**src/hdl/scoo_tr_pkg.sv**
```systemverilog
// ============================================================================
// scoo_tr_pkg
// Shared types and constants for the sparse COO transpose core.
// ============================================================================
package scoo_tr_pkg;

    // field widths
    localparam int ROW_W   = 8;
    localparam int COL_W   = 8;
    localparam int VAL_W   = 32;
    localparam int CNT_W   = 7;
    localparam int NCOL_W  = COL_W + 1;
    localparam int ENTRY_W = ROW_W + COL_W + VAL_W;

    // largest matrix dimension handled by the column scan
    localparam int MAX_DIM = 256;

    // register port
    localparam int DATA_W  = 32;
    localparam int PADDR_W = 3;

    // register indexes (word address bits of paddr)
    localparam logic [PADDR_W-3:0] REG_NUM_COLS = 1'b0;

    localparam logic [NCOL_W-1:0] NUM_COLS_RESET = 9'd256;

    // controller states
    typedef enum logic [1:0] {
        S_LOAD,
        S_READ,
        S_CHECK,
        S_FLUSH
    } state_t;

    // controller to datapath commands
    typedef struct packed {
        logic load;       // store the accepted request
        logic clear;      // end of matrix: clear count and overflow flag
        logic scan_init;  // reset column and entry counters
        logic rd_en;      // read the entry memory
        logic step;       // advance entry / column counters
        logic take;       // move the matching entry into the hold register
        logic push;       // move the hold register to the output, not last
        logic flush;      // move the hold register to the output, last
    } cmd_t;

    // datapath to controller status
    typedef struct packed {
        logic limit_zero;  // effective column count is zero
        logic match;       // entry read back belongs to the current column
        logic scan_done;   // current probe is the final one of the scan
        logic hold_valid;  // hold register has an entry
        logic out_free;    // output register can take a new request
    } sts_t;

endpackage

```
**src/hdl/scoo_tr_ram.sv**
```systemverilog
// ============================================================================
// scoo_tr_ram
// Generic single write, single read RAM with registered read data.
// ============================================================================
module scoo_tr_ram #(
    parameter int WIDTH = 48,
    parameter int DEPTH = 64,
    localparam int AW = (DEPTH > 1) ? $clog2(DEPTH) : 1
) (
    input  logic             clk,
    input  logic             wr_en,
    input  logic [AW-1:0]    wr_addr,
    input  logic [WIDTH-1:0] wr_data,
    input  logic             rd_en,
    input  logic [AW-1:0]    rd_addr,
    output logic [WIDTH-1:0] rd_data
);

    logic [WIDTH-1:0] mem [DEPTH];
    logic [WIDTH-1:0] rd_data_reg;

    // write port
    always_ff @(posedge clk)
    begin
        if (wr_en)
        begin
            mem[wr_addr] <= wr_data;
        end
    end

    // registered read port
    always_ff @(posedge clk)
    begin
        if (rd_en)
        begin
            rd_data_reg <= mem[rd_addr];
        end
    end

    assign rd_data = rd_data_reg;

endmodule

```
**src/hdl/scoo_tr_ctrl.sv**
```systemverilog
// ============================================================================
// scoo_tr_ctrl
// Controller: loads entries, then walks the column / entry scan and drains
// the transposed list through the datapath.
// ============================================================================
module scoo_tr_ctrl
    import scoo_tr_pkg::*;
(
    input  logic   clk,
    input  logic   rst_n,
    input  logic   in_valid,
    input  logic   last_entry,
    output logic   in_stall,
    input  sts_t   sts,
    output cmd_t   cmd
);

    state_t state_reg;
    state_t state_next;

    // state register
    always_ff @(posedge clk or negedge rst_n)
    begin
        if (!rst_n)
        begin
            state_reg <= S_LOAD;
        end
        else
        begin
            state_reg <= state_next;
        end
    end

    // next state and commands
    always_comb
    begin
        state_next = state_reg;
        cmd        = '0;
        in_stall   = 1'b1;
        case (state_reg)
            S_LOAD:
            begin
                in_stall = 1'b0;
                if (in_valid)
                begin
                    cmd.load = 1'b1;
                    if (last_entry)
                    begin
                        if (sts.limit_zero)
                        begin
                            cmd.clear = 1'b1;
                        end
                        else
                        begin
                            cmd.scan_init = 1'b1;
                            state_next    = S_READ;
                        end
                    end
                end
            end
            S_READ:
            begin
                cmd.rd_en  = 1'b1;
                state_next = S_CHECK;
            end
            S_CHECK:
            begin
                // a match with a full hold register waits for the output
                if (!(sts.match && sts.hold_valid && !sts.out_free))
                begin
                    cmd.take = sts.match;
                    cmd.push = sts.match && sts.hold_valid;
                    cmd.step = 1'b1;
                    state_next = sts.scan_done ? S_FLUSH : S_READ;
                end
            end
            S_FLUSH:
            begin
                if (!sts.hold_valid)
                begin
                    cmd.clear  = 1'b1;
                    state_next = S_LOAD;
                end
                else if (sts.out_free)
                begin
                    cmd.flush  = 1'b1;
                    cmd.clear  = 1'b1;
                    state_next = S_LOAD;
                end
            end
            default:
            begin
                state_next = S_LOAD;
            end
        endcase
    end

    // read data is only checked after a memory read was issued, or while a stalled check waits
    a_check_after_read: assert property (@(posedge clk) disable iff (!rst_n)
        (state_reg == S_CHECK) |->
            ($past(state_reg) == S_READ || $past(state_reg) == S_CHECK))
        else $error("compare state entered without a memory read");

endmodule

```
**src/hdl/scoo_tr_dpath.sv**
```systemverilog
// ============================================================================
// scoo_tr_dpath
// Datapath: entry memory, fill count, overflow flag, scan counters,
// one-entry hold register and the output register.
// ============================================================================
module scoo_tr_dpath
    import scoo_tr_pkg::*;
#(
    parameter int MAX_ENTRIES = 64
) (
    input  logic                     clk,
    input  logic                     rst_n,
    input  cmd_t                     cmd,
    output sts_t                     sts,
    input  logic [NCOL_W-1:0]        num_cols,
    input  logic [ROW_W-1:0]         row_index,
    input  logic [COL_W-1:0]         col_index,
    input  logic signed [VAL_W-1:0]  entry_value,
    input  logic                     out_stall,
    output logic                     out_valid,
    output logic [ROW_W-1:0]         out_row,
    output logic [COL_W-1:0]         out_col,
    output logic signed [VAL_W-1:0]  out_value,
    output logic [CNT_W-1:0]         entry_count,
    output logic                     overflow,
    output logic                     last_result
);

    localparam int AW = (MAX_ENTRIES > 1) ? $clog2(MAX_ENTRIES) : 1;
    localparam logic [CNT_W-1:0] CAP = CNT_W'(MAX_ENTRIES);

    logic [CNT_W-1:0]  count_reg,  count_next;
    logic              ovf_reg,    ovf_next;
    logic [AW-1:0]     j_reg,      j_next;
    logic [NCOL_W-1:0] c_reg,      c_next;
    logic              hold_valid_reg, hold_valid_next;
    logic [COL_W-1:0]  hold_srccol_reg;
    logic [ROW_W-1:0]  hold_srcrow_reg;
    logic [VAL_W-1:0]  hold_val_reg;
    logic              out_valid_reg, out_valid_next;
    logic [ROW_W-1:0]  out_row_reg;
    logic [COL_W-1:0]  out_col_reg;
    logic [VAL_W-1:0]  out_val_reg;
    logic [CNT_W-1:0]  out_cnt_reg;
    logic              out_ovf_reg;
    logic              out_last_reg;

    logic              full;
    logic [NCOL_W-1:0] limit;
    logic              last_j;
    logic              last_c;
    logic              out_free;
    logic [ENTRY_W-1:0] wr_data;
    logic [ENTRY_W-1:0] rd_data;
    logic [ROW_W-1:0]  rd_row;
    logic [COL_W-1:0]  rd_col;
    logic [VAL_W-1:0]  rd_val;

    // effective column count
    assign limit = (int'(num_cols) > MAX_DIM) ? NCOL_W'(MAX_DIM) : num_cols;

    assign full     = (count_reg == CAP);
    assign out_free = !out_valid_reg || !out_stall;

    // entry memory: {row, col, value}
    assign wr_data = {row_index, col_index, entry_value};

    scoo_tr_ram #(
        .WIDTH (ENTRY_W),
        .DEPTH (MAX_ENTRIES)
    ) u_store (
        .clk     (clk),
        .wr_en   (cmd.load && !full),
        .wr_addr (count_reg[AW-1:0]),
        .wr_data (wr_data),
        .rd_en   (cmd.rd_en),
        .rd_addr (j_reg),
        .rd_data (rd_data)
    );

    assign rd_row = rd_data[ENTRY_W-1 -: ROW_W];
    assign rd_col = rd_data[VAL_W +: COL_W];
    assign rd_val = rd_data[VAL_W-1:0];

    // scan position checks
    assign last_j = ((CNT_W'(j_reg) + CNT_W'(1)) == count_reg);
    assign last_c = ((c_reg + NCOL_W'(1)) == limit);

    // status to controller
    always_comb
    begin
        sts.limit_zero = (limit == '0);
        sts.match      = (NCOL_W'(rd_col) == c_reg);
        sts.scan_done  = last_j && last_c;
        sts.hold_valid = hold_valid_reg;
        sts.out_free   = out_free;
    end

    // next values of the control registers
    always_comb
    begin
        count_next = count_reg;
        ovf_next   = ovf_reg;
        if (cmd.load)
        begin
            if (full)
            begin
                ovf_next = 1'b1;
            end
            else
            begin
                count_next = count_reg + CNT_W'(1);
            end
        end
        if (cmd.clear)
        begin
            count_next = '0;
            ovf_next   = 1'b0;
        end

        j_next = j_reg;
        c_next = c_reg;
        if (cmd.scan_init)
        begin
            j_next = '0;
            c_next = '0;
        end
        else if (cmd.step)
        begin
            if (last_j)
            begin
                j_next = '0;
                c_next = c_reg + NCOL_W'(1);
            end
            else
            begin
                j_next = j_reg + AW'(1);
            end
        end

        hold_valid_next = hold_valid_reg;
        if (cmd.take)
        begin
            hold_valid_next = 1'b1;
        end
        else if (cmd.flush)
        begin
            hold_valid_next = 1'b0;
        end

        if (cmd.push || cmd.flush)
        begin
            out_valid_next = 1'b1;
        end
        else
        begin
            out_valid_next = out_valid_reg && out_stall;
        end
    end

    // control registers
    always_ff @(posedge clk or negedge rst_n)
    begin
        if (!rst_n)
        begin
            count_reg      <= '0;
            ovf_reg        <= 1'b0;
            j_reg          <= '0;
            c_reg          <= '0;
            hold_valid_reg <= 1'b0;
            out_valid_reg  <= 1'b0;
        end
        else
        begin
            count_reg      <= count_next;
            ovf_reg        <= ovf_next;
            j_reg          <= j_next;
            c_reg          <= c_next;
            hold_valid_reg <= hold_valid_next;
            out_valid_reg  <= out_valid_next;
        end
    end

    // hold register: one matching entry waits until the next one is known
    always_ff @(posedge clk)
    begin
        if (cmd.take)
        begin
            hold_srccol_reg <= rd_col;
            hold_srcrow_reg <= rd_row;
            hold_val_reg    <= rd_val;
        end
    end

    // output register, row and column swapped
    always_ff @(posedge clk)
    begin
        if (cmd.push || cmd.flush)
        begin
            out_row_reg  <= hold_srccol_reg;
            out_col_reg  <= hold_srcrow_reg;
            out_val_reg  <= hold_val_reg;
            out_cnt_reg  <= count_reg;
            out_ovf_reg  <= ovf_reg;
            out_last_reg <= cmd.flush;
        end
    end

    assign out_valid   = out_valid_reg;
    assign out_row     = out_row_reg;
    assign out_col     = out_col_reg;
    assign out_value   = out_val_reg;
    assign entry_count = out_cnt_reg;
    assign overflow    = out_ovf_reg;
    assign last_result = out_last_reg;

    // the output register is never overwritten while a request waits
    a_out_free: assert property (@(posedge clk) disable iff (!rst_n)
        (cmd.push || cmd.flush) |-> out_free)
        else $error("output register overwritten while stalled");

    // fill count stays within the store
    a_count_cap: assert property (@(posedge clk) disable iff (!rst_n)
        count_reg <= CAP)
        else $error("fill count beyond store capacity");

    // end of matrix leaves count and flag clear
    a_clear: assert property (@(posedge clk) disable iff (!rst_n)
        cmd.clear |=> (count_reg == '0 && !ovf_reg))
        else $error("count or overflow flag not cleared after matrix");

endmodule

```
**src/hdl/sparse_coo_transpose_core.sv**
```systemverilog
// ============================================================================
// sparse_coo_transpose_core
// Sparse matrix transpose in coordinate form, with register port.
// ============================================================================
// Entries (row, column, value) are taken one per cycle into an entry memory
// of MAX_ENTRIES words; entries beyond that are dropped and flagged. The
// request marked last_entry starts the transpose: the block stalls its input
// and, for each column below num_cols (limited to 256), reads every stored
// entry in load order and emits those of that column with row and column
// swapped. Each probe of one stored entry for one column sets the read
// address, then compares the registered read data; a closing step emits the
// held entry. The emit phase is longer when the output is stalled. One
// emitted request waits in a hold register so that the final one can carry
// last_result. No memory clearing pass is needed after reset. num_cols is
// the register at byte address 0, reset 256.
// ============================================================================
module sparse_coo_transpose_core
    import scoo_tr_pkg::*;
#(
    parameter int MAX_ENTRIES = 64
) (
    input  logic                     clk,
    input  logic                     rst_n,
    // register port
    input  logic                     psel,
    input  logic                     penable,
    input  logic                     pwrite,
    input  logic [PADDR_W-1:0]       paddr,
    input  logic [DATA_W-1:0]        pwdata,
    output logic [DATA_W-1:0]        prdata,
    output logic                     pready,
    // entry input
    input  logic                     in_valid,
    output logic                     in_stall,
    input  logic [ROW_W-1:0]         row_index,
    input  logic [COL_W-1:0]         col_index,
    input  logic signed [VAL_W-1:0]  entry_value,
    input  logic                     last_entry,
    // transposed output
    output logic                     out_valid,
    input  logic                     out_stall,
    output logic [ROW_W-1:0]         out_row,
    output logic [COL_W-1:0]         out_col,
    output logic signed [VAL_W-1:0]  out_value,
    output logic [CNT_W-1:0]         entry_count,
    output logic                     overflow,
    output logic                     last_result
);

    logic [NCOL_W-1:0] num_cols_reg;
    logic [NCOL_W-1:0] num_cols_next;
    logic              reg_sel;
    cmd_t              cmd;
    sts_t              sts;

    // register decode
    assign pready  = 1'b1;
    assign reg_sel = (paddr[PADDR_W-1:2] == REG_NUM_COLS);

    always_comb
    begin
        num_cols_next = num_cols_reg;
        if (psel && penable && pwrite && reg_sel)
        begin
            num_cols_next = pwdata[NCOL_W-1:0];
        end
    end

    always_ff @(posedge clk or negedge rst_n)
    begin
        if (!rst_n)
        begin
            num_cols_reg <= NUM_COLS_RESET;
        end
        else
        begin
            num_cols_reg <= num_cols_next;
        end
    end

    // register read back
    assign prdata = reg_sel ? DATA_W'(num_cols_reg) : '0;

    // controller
    scoo_tr_ctrl u_ctrl (
        .clk        (clk),
        .rst_n      (rst_n),
        .in_valid   (in_valid),
        .last_entry (last_entry),
        .in_stall   (in_stall),
        .sts        (sts),
        .cmd        (cmd)
    );

    // datapath
    scoo_tr_dpath #(
        .MAX_ENTRIES (MAX_ENTRIES)
    ) u_dpath (
        .clk         (clk),
        .rst_n       (rst_n),
        .cmd         (cmd),
        .sts         (sts),
        .num_cols    (num_cols_reg),
        .row_index   (row_index),
        .col_index   (col_index),
        .entry_value (entry_value),
        .out_stall   (out_stall),
        .out_valid   (out_valid),
        .out_row     (out_row),
        .out_col     (out_col),
        .out_value   (out_value),
        .entry_count (entry_count),
        .overflow    (overflow),
        .last_result (last_result)
    );

endmodule

```
**config.mk**
```make
export PLATFORM = sky130hd
export DESIGN_NAME = sparse_coo_transpose_core
export DESIGN_NICKNAME = d
export VERILOG_FILES = /design/src/hdl/scoo_tr_pkg.sv /design/src/hdl/scoo_tr_ram.sv /design/src/hdl/scoo_tr_ctrl.sv /design/src/hdl/scoo_tr_dpath.sv /design/src/hdl/sparse_coo_transpose_core.sv
export SDC_FILE = /design/constraint.sdc
export NUM_CORES = 2
export LEC_CHECK = 0
export ABC_CLOCK_PERIOD_IN_PS = 14990
export BUFFER_PORTS_ARGS = -buffer_cell sky130_fd_sc_hd__buf_2
export CAP_MARGIN = 20
export CORE_MARGIN = 1
export CORE_UTILIZATION = 65
export DETAILED_ROUTE_END_ITERATION = 6
export GPL_ROUTABILITY_DRIVEN = 0
export PLACE_DENSITY = 0.88
export RECOVER_POWER = 50
export SLEW_MARGIN = 0
export SYNTH_ARGS = -nofsm -noshare
export SYNTH_HDL_FRONTEND = slang
export SYNTH_HIERARCHICAL = 1
export SYNTH_SLANG_ARGS = --single-unit
```
**constraint.sdc**
```tcl
create_clock -name clk -period 14.99 [get_ports clk]
set_input_delay 2.2485 -clock clk [delete_from_list [all_inputs] [get_ports clk]]
set_output_delay 2.2485 -clock clk [all_outputs]
set_load 0.05 [all_outputs]
```
After elaboration in Yosys (flattened, before gate mapping)
Memory sizes are Yosys's and may differ from the RTL's. A register that Yosys moved wholly into a read port is not among the register bits.
Cells that the tools add are included.
Word-level totals
  flip-flop bits (word level): 141
  bits in writable memories: 3072
  input port bits: 91
  logic and storage cells: 104
  memories: 1
Memory list
  u_dpath.u_store.mem: depth 64, bits a word 48, read ports 1, clocked after Yosys merged registers in 1, write ports 1, RTL line scoo_tr_ram.sv:19  | logic [WIDTH-1:0] mem [DEPTH];
Cells by class
  $add $sub $neg: 4
  order comparisons: 1
  equality and inequality tests: 13
  mux-type cells: 42
  bitwise logic cells: 1
  reductions and logical operators: 25
Operators with widths (count)
  9-bit 2-to-1 mux: 5
  7-bit 2-to-1 mux: 3
  1-bit 2-to-1 mux: 18
  6-bit 2-to-1 mux: 3
  2-bit 2-to-1 mux: 8
  2-bit inequality test (second input constant): 5
  2-bit nonzero test: 5
  9-bit by 1-bit adder with 9-bit output (second input constant): 1
  8-bit by 9-bit equality test with 1-bit output: 1
  9-bit equality test: 1
  9-bit > comparator (second input constant): 1
  9-bit zero test: 1
  3-bit 2-to-1 mux: 3
  1-bit logical AND: 8
  2-bit one-hot mux with 4 select lines: 1
  6-bit by 1-bit adder with 7-bit output (second input constant): 1
  7-bit by 1-bit adder with 7-bit output (second input constant): 1
  7-bit equality test: 1
  7-bit equality test (second input constant): 1
  6-bit by 1-bit adder with 6-bit output (second input constant): 1
  2-bit AND reduction: 3
  5-bit AND reduction: 1
  2-bit equality test (second input constant): 2
  1-bit zero test: 4
  6 further kinds: 7

Logic depth before layout (Yosys ltp)
  depth in word-level cells: 10
  depth in mapped cells: 12
  gate-level depth less buffers: 9

Hierarchy
Netlist, hierarchy kept.
Modules (own cells, without submodules)
  scoo_tr_ram: times used 1, cells each 4970, area an instance 117597.8 µm², seq. area each 93689.9 µm²
  scoo_tr_dpath: times used 1, cells each 331, area an instance 5103.6 µm², seq. area each 3778.6 µm²
  sparse_coo_transpose_core: times used 1, cells each 54, area an instance 618.1 µm², seq. area each 226.5 µm²
  scoo_tr_ctrl: times used 1, cells each 31, area an instance 245.2 µm², seq. area each 50.0 µm²

Worst setup path before layout
OpenSTA, ideal clock, no wires.
  path kind: input port to flip-flop
  start point: in in_valid
  end point: mem u_dpath.u_store.mem[49][0], enable pin
  setup time: 0.513 ns
  data arrival time: 6.456 ns
  required time: 14.477 ns
  path slack: 8.022 ns
  stages: 6
  cell sequence: and2_1 and2_1 clkbuf_1 nor2b_1 nand4_1 nor3_1
On the way
  word-level cells in the longest chain between the ends: 5
Ends and longest elaborated chain
  start, declared: RTL line sparse_coo_transpose_core.sv:33  | input logic in_valid,
  3-bit 2-to-1 mux: RTL line scoo_tr_ctrl.sv:44  | if (in_valid)
  1-bit 2-to-1 mux: RTL line scoo_tr_ctrl.sv:40  | case (state_reg)
  1-bit logical AND: RTL line scoo_tr_dpath.sv:73  | .wr_en (cmd.load && !full),
  1-bit 2-to-1 mux: RTL line scoo_tr_ram.sv:25  | if (wr_en)
  1-bit 2-to-1 mux (not written as such): RTL line scoo_tr_ram.sv:27  | mem[wr_addr] <= wr_data;
  end, declared: RTL line scoo_tr_ram.sv:19
No other way between the ends.

==> run_results.csv <==
group,metric,value,unit
global_routing,grt_max_degree,147,
cts,clkTransAtPathRegs,0.06,ns
pwr,switching_share,31.1,%
cts,cts_setup_buffers,0,
final_layout,layout_common_cells,"3,225 x edfxtp_1, 754 x mux4_2, 320 x clkbuf_16, 147 x clkbuf_1, 122 x o22ai_1",
placed_design,postPlaceCellArea,127000,um^2
sta,max-slew-margin-rel,-185,%
pwr,p_comb_share,25.1,%
floorplanning,die_y,438,um
pwr,leakagePower,42.3,nW
route,ant_nets,0,
placed_design,dp_hpwl,174,mm
worst_setup_path,worstPathRequired,15.54,ns
outcome,failed_checks,"design-rule violations, max-capacitance violations, max-slew violations",
cts,ctsResizeCount,0,
worst_setup_path,crit_fanout,32,
placed_design,portBuffers,133,
cts,worstSkewPairLatency,0.96,ns
synth,synth_edf_count,3225,
worst_setup_path,slowest_stage,"nor2_4",
sta,slew_viol_final,2567,
pwr,clockPowerShare,31.8,%
outcome,status,"finished with violations",
route,routed.top_layer,"met5",
sta,worst_pin_slew,4.27,ns
final_layout,syn_to_final_growth,10.8,%
pwr,p_int,0.0169,W
sta,rsz0062_at_grt,"no",
floorplanning,core,188000,um^2
synth,synth_flop_cell,"edfxtp_1",
sta,fin_hold_ws,0.412,ns
cts,holdBufCountCts,0,
global_routing,overflow,0,
final_layout,nets,5791,
pwr,power.density,179,nW/um^2
route,wl_met3,55.0,mm
flow_run,drv_cap,52,
cts,clock_sink_count,3261,
pwr,pwr-share-seq,43.1,%
worst_setup_path,timing.critical_path.cells,"clkbuf_1, and2_0, and2_0, nor2b_1, nand3_1, nor2_4, buf_4",
final_layout,final_util,72.6,%
route,wl_met2,187,mm
route,drt-met1-wl,107,mm
synth,synth-warning-count,6,
synth,synth_cell_types,69,
floorplanning,start_util,65.6,%
route,drt_first_pass_iters,7,
route,first_iter_violations,14000,
worst_setup_path,worst-setup-path-type,"primary input to flip-flop",
sta,hold_viol,0,
sta,setup_viol,0,
floorplanning,rows,159,
floorplanning,die_w,438,um
final_layout,largest_reg_flops,3072,
cts,cts-root-buf,"clkbuf_16",
final_layout,drive_gt1_share,25.5,%
worst_setup_path,critPathCaptureType,"flip-flop",
synth,synth_seq_area_share,79.1,%
synth,ys_ff_latch,3261,
synth,syn-cell-area,124000,um^2
sta,tns,0,ns
sta,timing.fmax,156,MHz
route,viasPerCell,7.99,
worst_setup_path,path_common_cell,"and2_0",
route,wirelength,393,mm
synth,avgSynthCellArea,22.9,um^2
pwr,ir_worst_vdd,0.000183,V
sta,timing.final.ws_setup,8.60,ns
sta,min_period,6.39,ns
floorplanning,dieArea,192000,um^2
pwr,switchingPower,0.00763,W
route,dr_total_vias,67300,
worst_setup_path,cp.arrival,6.95,ns
worst_setup_path,cp_slowest_stage_delay,1.03,ns
sta,fin_crit_sh,42.7,%
cts,clockBufferDepth,4,
placed_design,pre_cts_slack,8.77,ns
cts,numCtsBuffers,313,
cts,cts-htree-levels,5,
worst_setup_path,crit_path_start_kind,"primary input",
global_routing,grt_pass1_wl,535,mm
route,wire_per_inst,46.7,um
synth,syn-instance-count,5386,
cts,cts_tree,"yes",
sta,finClkSkew,0.0523,ns
global_routing,antenna_found_initial,21,
final_layout,finalInstanceArea,137000,um^2
hold_path,worstHoldPathType,"flip-flop to flip-flop",
route,drc,48,
final_layout,layout_commonest_cell,"edfxtp_1",
floorplanning,io_pins,183,
synth,ys_async_sr_fraction,1.10,%
global_routing,grt_pass1_vias,68000,
global_routing,track_usage,41.1,%
## cell type report
class	count	area, um^2
Antenna cell	15	37.5
Clock buffer	378	8230
Clock inverter	149	1270
Fill cell	9009	51500
Inverter	13	48.8
Multi-Input combinational cell	1812	24600
Sequential cell	3261	97800
Tap cell	2495	3120
Timing Repair Buffer	290	1780
## Yosys cell counts (9+ instances only)
library cell	instances	area, um^2
a21oi_1	86	430
nand3_1	19	95.1
mux2_2	27	304
a221oi_1	83	727
xnor2_1	22	193
mux2i_1	66	661
a22oi_1	73	548
clkbuf_1	105	394
buf_1	13	48.8
nor2b_1	32	200
buf_4	89	668
buf_6	12	135
edfxtp_1	3225	96800
a211oi_1	33	248
nor2_1	161	604
o221ai_1	28	245
nand2b_1	15	93.8
a22o_1	57	499
dfrtp_1	35	876
o21ai_0	9	45.0
ha_1	9	113
o22ai_1	122	763
nand2_1	74	278
mux4_2	754	17000
buf_2	101	505
xor2_1	9	78.8
a311oi_1	11	96.3
inv_1	13	48.8
and2b_2	9	78.8
## path summary, 6_finish.rpt
path                                              start                          to  slack, ns  cells past startpoint
worst max-delay path                           in_valid  u_dpath/u_store/mem[14][9]       8.60                      7
worst min-delay path            u_dpath/hold_val_reg[8]        u_dpath/out_value[8]       0.41                      0
worst max register to register     u_dpath/count_reg[5]  u_dpath/u_store/mem[14][9]       8.86                      8
worst min register to register  u_dpath/hold_val_reg[8]        u_dpath/out_value[8]       0.41                      0
max in group asynchronous                         rst_n            u_dpath/j_reg[1]      11.64                      1
min in group asynchronous                         rst_n            u_dpath/c_reg[1]       1.88                      1
## layer usage
| layer | global-route usage [%] | vias up |
|---|---|---|
| li1 | - | 23500 |
| met4 | 36.4 | 10 |
| met2 | 65.0 | 8210 |
| met5 | 0.0248 | - |
| met3 | 9.91 | 2289 |
| met1 | 47.4 | 33200 |
## cells by family after synthesis
family	count (synthesis)	share of synthesized area (%)
buffers and inverters	335	1.47
AOI/OAI and AO/OA	526	3.08
DFF	3261	79.1
other	2	0.00608
adders and majority gates	9	0.0911
xor gates and xnor gates	32	0.238
and+or+nand+nor	372	1.47
muxes	849	14.5
## power by group through the flow
stage | Clock, W | Sequential [W] | Combinational [W]
global placement | 0 | 0.0107 | 0.00531
detailed placement | 0 | 0.0107 | 0.00559
CTS | 0.00776 | 0.0105 | 0.00588
global route | 0.00807 | 0.0106 | 0.00618
finish | 0.00779 | 0.0106 | 0.00616
floorplan | 0 | 0.0106 | 0.00383
## stage by stage
step | instances | power (W)
final | 8413 | 0.0245
after global routing | 8405 | 0.0248
after CTS | 8357 | 0.0242
after detailed placement | 7830 | 0.0163
after global placement | 7829 | 0.0160
after floorplan | 5408 | 0.0144
## critical path: cells and delay by family
family / cells / cell delay, ns
and+or+nand+nor: 5 / 3.61
buffers and inverters: 2 / 1.04
Note: power is estimated with default switching activity, not from simulation.
